[config.mk]
export PLATFORM = sky130hd
export DESIGN_NAME = multi_queue_fifo_router_core
export DESIGN_NICKNAME = d
export VERILOG_FILES = /design/src/hdl/mqf_pkg.sv /design/src/hdl/mqf_ram.sv /design/src/hdl/mqf_ctrl.sv /design/src/hdl/mqf_datapath.sv /design/src/hdl/multi_queue_fifo_router_core.sv
export SDC_FILE = /design/constraint.sdc
export NUM_CORES = 2
export LEC_CHECK = 0
export BUFFER_PORTS_ARGS = -buffer_cell sky130_fd_sc_hd__buf_2
export CAP_MARGIN = 15
export CORE_MARGIN = 10
export CORE_UTILIZATION = 45
export CTS_CLUSTER_SIZE = 20
export DETAILED_ROUTE_END_ITERATION = 6
export PLACE_DENSITY_LB_ADDON = 0.08
export RECOVER_POWER = 100
export SYNTH_ARGS = -nofsm -noshare
export SYNTH_HDL_FRONTEND = slang
export SYNTH_SLANG_ARGS = --single-unit
[constraint.sdc]
create_clock -name clk -period 13.3 [get_ports clk]
set_clock_uncertainty 0.2 [all_clocks]
set_input_delay 1.33 -clock clk [delete_from_list [all_inputs] [get_ports clk]]
set_output_delay 1.33 -clock clk [all_outputs]
set_load 0.05 [all_outputs]
[src/hdl/mqf_pkg.sv]
`timescale 1ns / 1ps

package mqf_pkg;

    localparam int QNUM_BITS = 4;
    localparam int CFG_BITS  = 4;
    localparam int ITEM_W    = 32;
    localparam int STAT_BITS = 3;

    localparam logic REQ_ENTER = 1'b0;
    localparam logic REQ_LEAVE = 1'b1;

    localparam logic [STAT_BITS-1:0] ST_ENTERED   = 3'd0;
    localparam logic [STAT_BITS-1:0] ST_DEPARTED  = 3'd1;
    localparam logic [STAT_BITS-1:0] ST_BAD_QUEUE = 3'd2;
    localparam logic [STAT_BITS-1:0] ST_EMPTY     = 3'd3;
    localparam logic [STAT_BITS-1:0] ST_FULL      = 3'd4;

    localparam logic [CFG_BITS-1:0] QUEUES_RESET = 4'd8;

    typedef struct packed {
        logic                 req_type;
        logic [QNUM_BITS-1:0] queue_number;
        logic [ITEM_W-1:0]    item_value;
    } req_t;

    typedef struct packed {
        logic [STAT_BITS-1:0] status;
        logic [ITEM_W-1:0]    departed_item;
    } rsp_t;

    typedef enum logic [1:0] {
        S_IDLE,
        S_EXEC,
        S_READ
    } ctl_state_t;

    // controller -> datapath
    typedef struct packed {
        logic load;
        logic exec;
        logic emit;
        logic emit_read;
    } ctl_cmd_t;

    // datapath -> controller
    typedef struct packed {
        logic depart;
    } dp_stat_t;

endpackage

[src/hdl/mqf_ram.sv]
`timescale 1ns / 1ps

module mqf_ram #(
    parameter int WIDTH = 32,
    parameter int DEPTH = 128
) (
    input  logic                     clk,
    input  logic                     we,
    input  logic                     re,
    input  logic [$clog2(DEPTH)-1:0] addr,
    input  logic [WIDTH-1:0]         wdata,
    output logic [WIDTH-1:0]         rdata
);

    logic [WIDTH-1:0] mem [DEPTH];
    logic [WIDTH-1:0] rdata_reg;

    always_ff @(posedge clk)
    begin
        if (we)
        begin
            mem[addr] <= wdata;
        end
        if (re)
        begin
            rdata_reg <= mem[addr];
        end
    end

    assign rdata = rdata_reg;

endmodule

[src/hdl/mqf_ctrl.sv]
`timescale 1ns / 1ps

module mqf_ctrl (
    input  logic              clk,
    input  logic              rst_n,
    input  logic              start,
    input  mqf_pkg::dp_stat_t stat,
    output mqf_pkg::ctl_cmd_t cmd,
    output logic              busy
);

    mqf_pkg::ctl_state_t state_reg;
    mqf_pkg::ctl_state_t state_next;

    always_ff @(posedge clk or negedge rst_n)
    begin
        if (!rst_n)
        begin
            state_reg <= mqf_pkg::S_IDLE;
        end
        else
        begin
            state_reg <= state_next;
        end
    end

    always_comb
    begin
        state_next = state_reg;
        unique case (state_reg)
            mqf_pkg::S_IDLE:
            begin
                if (start)
                begin
                    state_next = mqf_pkg::S_EXEC;
                end
            end
            mqf_pkg::S_EXEC:
            begin
                state_next = stat.depart ? mqf_pkg::S_READ : mqf_pkg::S_IDLE;
            end
            mqf_pkg::S_READ:
            begin
                state_next = mqf_pkg::S_IDLE;
            end
            default:
            begin
                state_next = mqf_pkg::S_IDLE;
            end
        endcase
    end

    always_comb
    begin
        cmd  = '0;
        busy = 1'b1;
        unique case (state_reg)
            mqf_pkg::S_IDLE:
            begin
                busy     = 1'b0;
                cmd.load = start;
            end
            mqf_pkg::S_EXEC:
            begin
                cmd.exec = 1'b1;
                cmd.emit = !stat.depart;
            end
            mqf_pkg::S_READ:
            begin
                cmd.emit_read = 1'b1;
            end
            default:
            begin
                busy = 1'b1;
            end
        endcase
    end

endmodule

[src/hdl/mqf_datapath.sv]
`timescale 1ns / 1ps

module mqf_datapath #(
    parameter int NUM_QUEUES  = 8,
    parameter int QUEUE_DEPTH = 16,
    parameter int ITEM_BITS   = 32
) (
    input  logic                                clk,
    input  logic                                rst_n,
    input  mqf_pkg::ctl_cmd_t                   cmd,
    output mqf_pkg::dp_stat_t                   stat,
    input  mqf_pkg::req_t                       req,
    input  logic                                cfg_we,
    input  logic [mqf_pkg::CFG_BITS-1:0]        cfg_wdata,
    output mqf_pkg::rsp_t                       rsp,
    output logic                                done
);

    localparam int QW    = (NUM_QUEUES > 1) ? $clog2(NUM_QUEUES) : 1;
    localparam int SW    = $clog2(QUEUE_DEPTH);
    localparam int CW    = $clog2(QUEUE_DEPTH + 1);
    localparam int DEPTH = NUM_QUEUES * QUEUE_DEPTH;
    localparam int AW    = $clog2(DEPTH);

    localparam logic [AW-1:0] DEPTH_A  = AW'(QUEUE_DEPTH);
    localparam logic [SW-1:0] LAST_S   = SW'(QUEUE_DEPTH - 1);
    localparam logic [CW-1:0] FULL_C   = CW'(QUEUE_DEPTH);
    localparam logic [mqf_pkg::CFG_BITS-1:0] NQ_C = mqf_pkg::CFG_BITS'(NUM_QUEUES);

    mqf_pkg::req_t                  req_reg;
    mqf_pkg::rsp_t                  rsp_reg;
    logic                           done_reg;
    logic [mqf_pkg::CFG_BITS-1:0]   queues_reg;

    logic [SW-1:0] head_reg [NUM_QUEUES];
    logic [SW-1:0] tail_reg [NUM_QUEUES];
    logic [CW-1:0] fill_reg [NUM_QUEUES];

    logic [mqf_pkg::CFG_BITS-1:0]   count;
    logic                           bad;
    logic                           leave;
    logic [QW-1:0]                  q;
    logic [SW-1:0]                  head_cur;
    logic [SW-1:0]                  tail_cur;
    logic [CW-1:0]                  fill_cur;
    logic                           empty;
    logic                           full;
    logic [SW-1:0]                  head_next;
    logic [SW-1:0]                  tail_next;
    logic [mqf_pkg::STAT_BITS-1:0]  status_now;
    logic                           do_write;
    logic                           do_read;
    logic [AW-1:0]                  addr;
    logic [ITEM_BITS-1:0]           rd_data;

    always_comb
    begin
        count    = (queues_reg > NQ_C) ? NQ_C : queues_reg;
        bad      = (req_reg.queue_number == '0) || (req_reg.queue_number > count);
        leave    = (req_reg.req_type == mqf_pkg::REQ_LEAVE);
        q        = QW'(req_reg.queue_number - 4'd1);
        head_cur = '0;
        tail_cur = '0;
        fill_cur = '0;
        if (!bad)
        begin
            head_cur = head_reg[q];
            tail_cur = tail_reg[q];
            fill_cur = fill_reg[q];
        end
        empty     = (fill_cur == '0);
        full      = (fill_cur == FULL_C);
        head_next = (head_cur == LAST_S) ? '0 : head_cur + 1'b1;
        tail_next = (tail_cur == LAST_S) ? '0 : tail_cur + 1'b1;

        if (bad)
        begin
            status_now = mqf_pkg::ST_BAD_QUEUE;
        end
        else if (leave)
        begin
            status_now = empty ? mqf_pkg::ST_EMPTY : mqf_pkg::ST_DEPARTED;
        end
        else
        begin
            status_now = full ? mqf_pkg::ST_FULL : mqf_pkg::ST_ENTERED;
        end

        stat.depart = !bad && leave && !empty;
        do_write    = cmd.exec && !bad && !leave && !full;
        do_read     = cmd.exec && stat.depart;
        addr        = AW'(AW'(q) * DEPTH_A) + AW'(leave ? head_cur : tail_cur);
    end

    mqf_ram #(
        .WIDTH (ITEM_BITS),
        .DEPTH (DEPTH)
    ) u_store (
        .clk   (clk),
        .we    (do_write),
        .re    (do_read),
        .addr  (addr),
        .wdata (ITEM_BITS'(req_reg.item_value)),
        .rdata (rd_data)
    );

    always_ff @(posedge clk)
    begin
        if (cmd.load)
        begin
            req_reg <= req;
        end
        if (cmd.emit)
        begin
            rsp_reg.status        <= status_now;
            rsp_reg.departed_item <= '0;
        end
        else if (cmd.emit_read)
        begin
            rsp_reg.status        <= mqf_pkg::ST_DEPARTED;
            rsp_reg.departed_item <= mqf_pkg::ITEM_W'(rd_data);
        end
    end

    always_ff @(posedge clk or negedge rst_n)
    begin
        if (!rst_n)
        begin
            done_reg   <= 1'b0;
            queues_reg <= mqf_pkg::QUEUES_RESET;
            for (int i = 0; i < NUM_QUEUES; i++)
            begin
                head_reg[i] <= '0;
                tail_reg[i] <= '0;
                fill_reg[i] <= '0;
            end
        end
        else
        begin
            done_reg <= cmd.emit || cmd.emit_read;
            if (cfg_we)
            begin
                queues_reg <= cfg_wdata;
            end
            if (do_write)
            begin
                tail_reg[q] <= tail_next;
                fill_reg[q] <= fill_cur + 1'b1;
            end
            if (do_read)
            begin
                head_reg[q] <= head_next;
                fill_reg[q] <= fill_cur - 1'b1;
            end
        end
    end

    assign rsp  = rsp_reg;
    assign done = done_reg;

endmodule

[src/hdl/multi_queue_fifo_router_core.sv]
`timescale 1ns / 1ps

// Channel   Handshake             Payload
// request   start & !busy         req  (req_type, queue_number, item_value)
// result    done, one cycle       rsp  (status, departed_item)
// config    cfg_we                cfg_wdata (queues_in_use)
//
// An item is taken in one cycle, checked and applied in the next.
// Results strobe from a register after the check; a departure first adds a state for the store read.
// busy stays high until the result is out; one item is in flight at a time.
// rst_n clears all queues to empty and sets queues_in_use to 8.
// The store contents are not cleared. The receiver cannot stall done.

module multi_queue_fifo_router_core #(
    parameter int NUM_QUEUES  = 8,
    parameter int QUEUE_DEPTH = 16,
    parameter int ITEM_BITS   = 32
) (
    input  logic                         clk,
    input  logic                         rst_n,
    input  logic                         start,
    output logic                         busy,
    input  mqf_pkg::req_t                req,
    output logic                         done,
    output mqf_pkg::rsp_t                rsp,
    input  logic                         cfg_we,
    input  logic [mqf_pkg::CFG_BITS-1:0] cfg_wdata
);

    mqf_pkg::ctl_cmd_t cmd;
    mqf_pkg::dp_stat_t stat;

    mqf_ctrl u_ctrl (
        .clk   (clk),
        .rst_n (rst_n),
        .start (start),
        .stat  (stat),
        .cmd   (cmd),
        .busy  (busy)
    );

    mqf_datapath #(
        .NUM_QUEUES  (NUM_QUEUES),
        .QUEUE_DEPTH (QUEUE_DEPTH),
        .ITEM_BITS   (ITEM_BITS)
    ) u_datapath (
        .clk       (clk),
        .rst_n     (rst_n),
        .cmd       (cmd),
        .stat      (stat),
        .req       (req),
        .cfg_we    (cfg_we),
        .cfg_wdata (cfg_wdata),
        .rsp       (rsp),
        .done      (done)
    );

endmodule
======== Yosys cells after proc, flatten, opt, wreduce, memory -nomap -nowiden ========
Memories as Yosys holds them, arrays and structs flattened. A register that Yosys moved wholly into a read port is not among the register bits.
Index checks and enable logic that the tools add are counted.
word-level totals
  register bits after elaboration ......... 183
  bits in latches ......................... 0
  memory bits (writable) .................. 4096
  bits in read-only memories .............. 0
  bits of input ports ..................... 45
  output and inout bits ................... 37
  logic and storage cells ................. 109
  memories kept ........................... 1
memories
  name                    depth  width  read ports  clocked after Yosys merged registers in  wr ports  line           text
  u_datapath.u_store.mem  128    32     1           1                                        1         mqf_ram.sv:15  logic [WIDTH-1:0] mem [DEPTH];
cells by class
  add/subtract/negate cells ............... 6
  $mul .................................... 0
  div/mod/pow operators ................... 0
  magnitude comparators ................... 4
  equality and inequality tests ........... 6
  shift-type cells ........................ 0
  mux-type cells .......................... 41
  bitwise operators ....................... 1
  reduce and logical (&&, ||, !) cells .... 18
operators by type and width
  operator               number
  $bwmux W40             2
  $mux W40               2
  $mux W35               2
  $bwmux W32             2
  $mux W4                11
  $bmux W4 S3            2
  $mux W5                4
  $bmux W5 S3            1
  $demux W5 S3           1
  $demux W4 S3           1
  $mux W3                3
  $add A4 B1 Y4 const B  2
  $eq A4 B4 Y1 const B   2
  $mux W2                4
  $add A7 B7 Y7          1
  $logic_and A1 B1 Y1    7
  $add A5 B1 Y5 const B  1
  $eq A5 B5 Y1 const B   1
  $logic_not A1 Y1       5
  $logic_not A5 Y1       1
  $mux W1                5
  $sub A5 B1 Y5 const B  1
  $ge A4 B4 Y1 const B   1
  $gt A4 B4 Y1           1
  other kinds (12)       13

======== Depth between registers and ports, before layout ========
  depth after elaboration ................. 17
  mapped depth ............................ 24
  mapped depth without buffers ............ 17

======== By module ========
From an unflattened synthesis, not the netlist that was laid out.
second synthesis, totals
  cell total of the unflattened synthesis .. 9710
  area, all modules ....................... 166088.0 µm²
modules (own cells, without submodules)
  module        times used  cells an instance  area an instance (µm²)  sequential area each (µm²)
  mqf_ram       1           8954               157577.4                123958.9
  mqf_datapath  1           747                8405.6                  4570.6
  mqf_ctrl      1           9                  105.1                   50.0

======== Worst setup path before layout ========
OpenSTA, ideal clock, no wires.
  kind .................................... reg-to-reg
  start ................................... register u_datapath.req_reg[32] in the netlist's numbering
  end ..................................... memory u_datapath.u_store.mem[80][0], enable pin
  setup time .............................. 0.461 ns
  data arrival time ....................... 6.980 ns
  data required time ...................... 12.639 ns
  slack ................................... 5.660 ns
  stages on the path, launching flop included .. 23
  path buffers ............................ 9
  clock period less this slack ............ 7.640 ns
  path through ............................ edfxtp_1 inv_1 clkbuf_1 clkbuf_1 clkbuf_1 ha_1 xor2_2 buf_6 buf_6 buf_4 nor2_1 a22oi_1 o221ai_1 a211oi_1 inv_1 ha_1 and3_1 buf_2 a2111oi_4 buf_2 buf_4 nand3_1 nor3_1
on the way
  longest elaborated chain between the ends .. 11
  elaborated cells on any way between the ends .. 27
  classes of those cells .................. add/sub (2); order compare (1); eq/ne (1); mux (15); bitwise (1); reduce/logical (7)
RTL lines
  what                                                    line                 text
  start: declaration                                      mqf_datapath.sv:30   mqf_pkg::req_t req_reg;
  start signal: assignment                                mqf_datapath.sv:111  req_reg <= req;
  branches (longest 11 deep; another with $add A7 B7 Y7)  n/a
  end: declaration                                        mqf_ram.sv:15
Parallel ways; which one is timed is not known. The select of a mux whose other input is x is not followed.

======== Worst setup path in the final report ========
  start ................................... register u_datapath.req_reg[32] in the netlist's numbering
  end ..................................... register u_datapath.u_store.rdata_reg[1] (netlist: u_datapath.u_store.rdata[1]) (read register of u_datapath.u_store.mem), data pin
on the way
  longest elaborated chain between the ends .. 10
  elaborated cells on any way between the ends .. 25
  classes of those cells .................. add/sub (2); order compare (1); mux (13); bitwise (1); reduce/logical (8)
RTL lines
  what                                                    line           text
  branches (longest 10 deep; another with $add A7 B7 Y7)  n/a
  end: declaration                                        mqf_ram.sv:16  logic [WIDTH-1:0] rdata_reg;
Parallel ways; which one is timed is not known. The select of a mux whose other input is x is not followed.
A chain may end at the register's enable or synchronous reset.

==> impl_metrics.ini <==
[synth]
syn_nets = 11558
synth_edf_count = 4168
synth-compound-area-share = 0.0995
synthMuxAreaShare = 0.0537
ys_seq_area_frac = 0.750
netlist_area_mm2 = 0.171
syn_area_per_cell_um2 = 14.9
synth_fa_ha_area_frac = 0.000657
yosys.area_share.simple = 0.0712
yosysWarnings = 0
synth-xor-area-share = 0.000248
synth_top_family_by_area = compound AO/OA/AOI/OAI gates
ys_types = 75
ys_ff_latch = 4311
syn_inst = 11504
async_flop_share = 0.0257
synth_ff_type = edfxtp_1

[worst_setup_path]
worstPathCellList = clkbuf_1 > inv_2 > ha_1 > inv_1 > mux2_2 > and3_4 > o21ai_4 > buf_4 > buf_4 > buf_12 > a21oi_1 > a311oi_1 > o22ai_1 > o22ai_1 > a211oi_1
r2r_end = u_datapath.u_store.rdata[1]
crit_path_max_fanout = 77
end_kind = flop
required_ns = 13.85
rr_startpoint = u_datapath.req_reg[32]
cpMaxStageDelayCell = clkbuf_1
arrival_ns = 10.77
max_stage_delay_ns = 1.76
worst_setup_path_start_kind = flop
reg2regPathDepth = 15
critPathKind = flop to flop
r2r_setup_slack_ns = 3.08

[min_path]
hp-start = u_datapath.rsp[8]
hold_class = flop to flop
min_to = u_datapath.rsp[8]
hold_depth = 2

[grt]
antenna_found_initial = 37
grt_pass1_vias = 103142
grt_overflow = 0
grt_max_degree = 178
grt_pass1_wl_mm = 813
grt_usage = 0.277

[power]
ir_drop_uv = 235
power.density_mw_per_mm2 = 191
leakage_nw = 63.6

[sta]
slew_violations = 4420
setup_viol = 0
fin_hold_ws_ns = 0.256
fin_crit_sh = 0.769
maxSlewHeadroom = -4.84
finalHoldViolations = 0
finalSetupTns_ns = 0
max_freq_ghz = 0.0978
tightest_slew_ns = 8.76
period_minus_slack_ns = 10.22
grt_setup_unrepaired = false

[routing]
drt-total-wl_mm = 585
drc = 1
wl_per_cell_um = 34.5
ant_nets = 0
drtIter0Drc = 14718
avgViaCountPerCell = 6.39
first_pass_iters = 7
route.vias.total = 108180

[clock_network]
postCtsHoldBufs = 0
tritoncts = done
root_buffer = clkbuf_16
post_cts_resized = 0
htreeDepth = 5
clk_pin_slew_ns = 0.06
post_cts_buffers = 0
cts_sinks = 4311
clk_path_buf_depth = 4
clock_latency_ns = 1.04
cts_buffers = 458

[die]
initial_core_util = 0.452
row_count = 226
core_area_mm2 = 0.379
die-height_um = 637
io_pins = 82
die_area_mm2 = 0.406
die_w_um = 637

[run_status]
violations = design-rule violations, max-capacitance violations, max-slew violations
status = complete, but fails checks

[layout]
largest_reg_flops = 4096
layout-drive-gt1-share = 0.111
layout_common_cells = edfxtp_1, nand3_1, nand2_1
area_delta_synth_final_pct = 12.4
nets = 11564
final_common_cell = edfxtp_1

[placed_design]
place_congestion = 0.843
post-dp-hpwl_mm = 318
io_buffer_count = 81

[flow_run]
drv_cap = 66
-- Yosys cell counts, types with 4 or more instances --
master	count	share of area
nand2b_1	4	0.00015
buf_6	5	0.00033
buf_1	59	0.0013
nand3_1	1206	0.035
mux2_2	97	0.0064
nor4b_1	31	0.0016
o211a_1	31	0.0018
a21oi_1	760	0.022
inv_1	10	0.00022
o22ai_1	269	0.0098
o221ai_1	198	0.010
edfxtp_1	4168	0.73
o21ai_1	12	0.00035
buf_2	282	0.0082
a311oi_1	192	0.0098
and3_1	101	0.0037
ha_1	9	0.00066
nor2b_1	8	0.00029
o22a_1	53	0.0027
nor2_1	227	0.0050
a211oi_1	95	0.0042
mux4_2	15	0.0020
buf_4	70	0.0031
nand2_1	911	0.020
mux2i_1	753	0.044
a22oi_1	34	0.0015
dfrtp_1	110	0.016
o221a_2	32	0.0021
nor4_1	96	0.0035
clkbuf_1	505	0.011
o32a_1	32	0.0019
a31oi_1	31	0.0011
o31a_1	31	0.0016
mux2_1	18	0.0012
o21ai_0	882	0.026
a211oi_2	17	0.0012
nor3_1	26	0.00076
nor2_2	4	0.00015
a221oi_1	35	0.0018
dfxtp_1	32	0.0037
-- power by group --
part           internal (W)  switching (W)
sequential           0.0154       0.000115
clock               0.00730        0.00537
combinational       0.00228        0.00637
-- routing by layer --
metal,GRT usage,share of wire,vias to the layer above
met5,0,0.000087,-
met4,0.131,0.061,8
met3,0.0489,0.091,1132
met2,0.429,0.45,5694
met1,0.381,0.40,56056
li1,-,-,45290
-- per-stage QoR --
stage | instance area, µm² | power (W) | setup slack (ns) | instances | util
6_report | 193000 | 0.0368 | 3.08 | 16930 | 0.508
5_1_grt | 193000 | 0.0379 | 2.42 | 16925 | 0.508
4_1_cts | 193000 | 0.0368 | 5.15 | 16919 | 0.510
3_5_place_dp | 179000 | 0.0242 | 5.13 | 16062 | 0.471
3_3_place_gp | 178000 | 0.0241 | 3.68 | 16047 | 0.470
2_1_floorplan | 171000 | 0.0210 | 5.66 | 11504 | -
-- how the worst max path moves through the flow --
stage / startpoint / endpoint / cells past startpoint
after CTS: u_datapath.req_reg[32] / u_datapath.u_store.rdata[1] / 15
after global routing: u_datapath.req_reg[32] / u_datapath.u_store.mem[101][18] / 16
after detailed placement: u_datapath.req_reg[32] / u_datapath.u_store.rdata[1] / 15
after floorplan: u_datapath.req_reg[32] / u_datapath.u_store.mem[80][0] / 22
final: u_datapath.req_reg[32] / u_datapath.u_store.rdata[1] / 15
after global placement: u_datapath.req_reg[32] / u_datapath.u_store.rdata[19] / 17
-- critical path, delay by kind of cell (launching register included) --
family                   cells  cell delay (ns)
multiplexers                 1             0.55
AO/OA/AOI/OAI                6             2.78
buffers and inverters        6             4.70
adder cells (fa/ha/maj)      1             1.07
AND/OR/NAND/NOR              1             0.22
flip-flops                   1             0.32
-- final cells by class --
class	instances	area (µm²)
fill	31452	187000
sequential	4311	129000
multi-input combinational	6260	39700
clock buffer	586	12100
tap	5016	6280
timing repair buffer	467	3240
clock inverter	271	2640
inverter	12	45.0
antenna	7	17.5
-- cells by family (layout without fill, tap and decap cells) --
family	count (synthesis)	after routing
other	0	7
AO/OA/AOI/OAI	2729	2729
XOR/XNOR	4	4
multiplexers	885	885
adder cells (fa/ha/maj)	9	9
flip-flops	4311	4311
buffers and inverters	933	1336
AND/OR/NAND/NOR	2633	2633
Power figures use the tool's default switching activity.
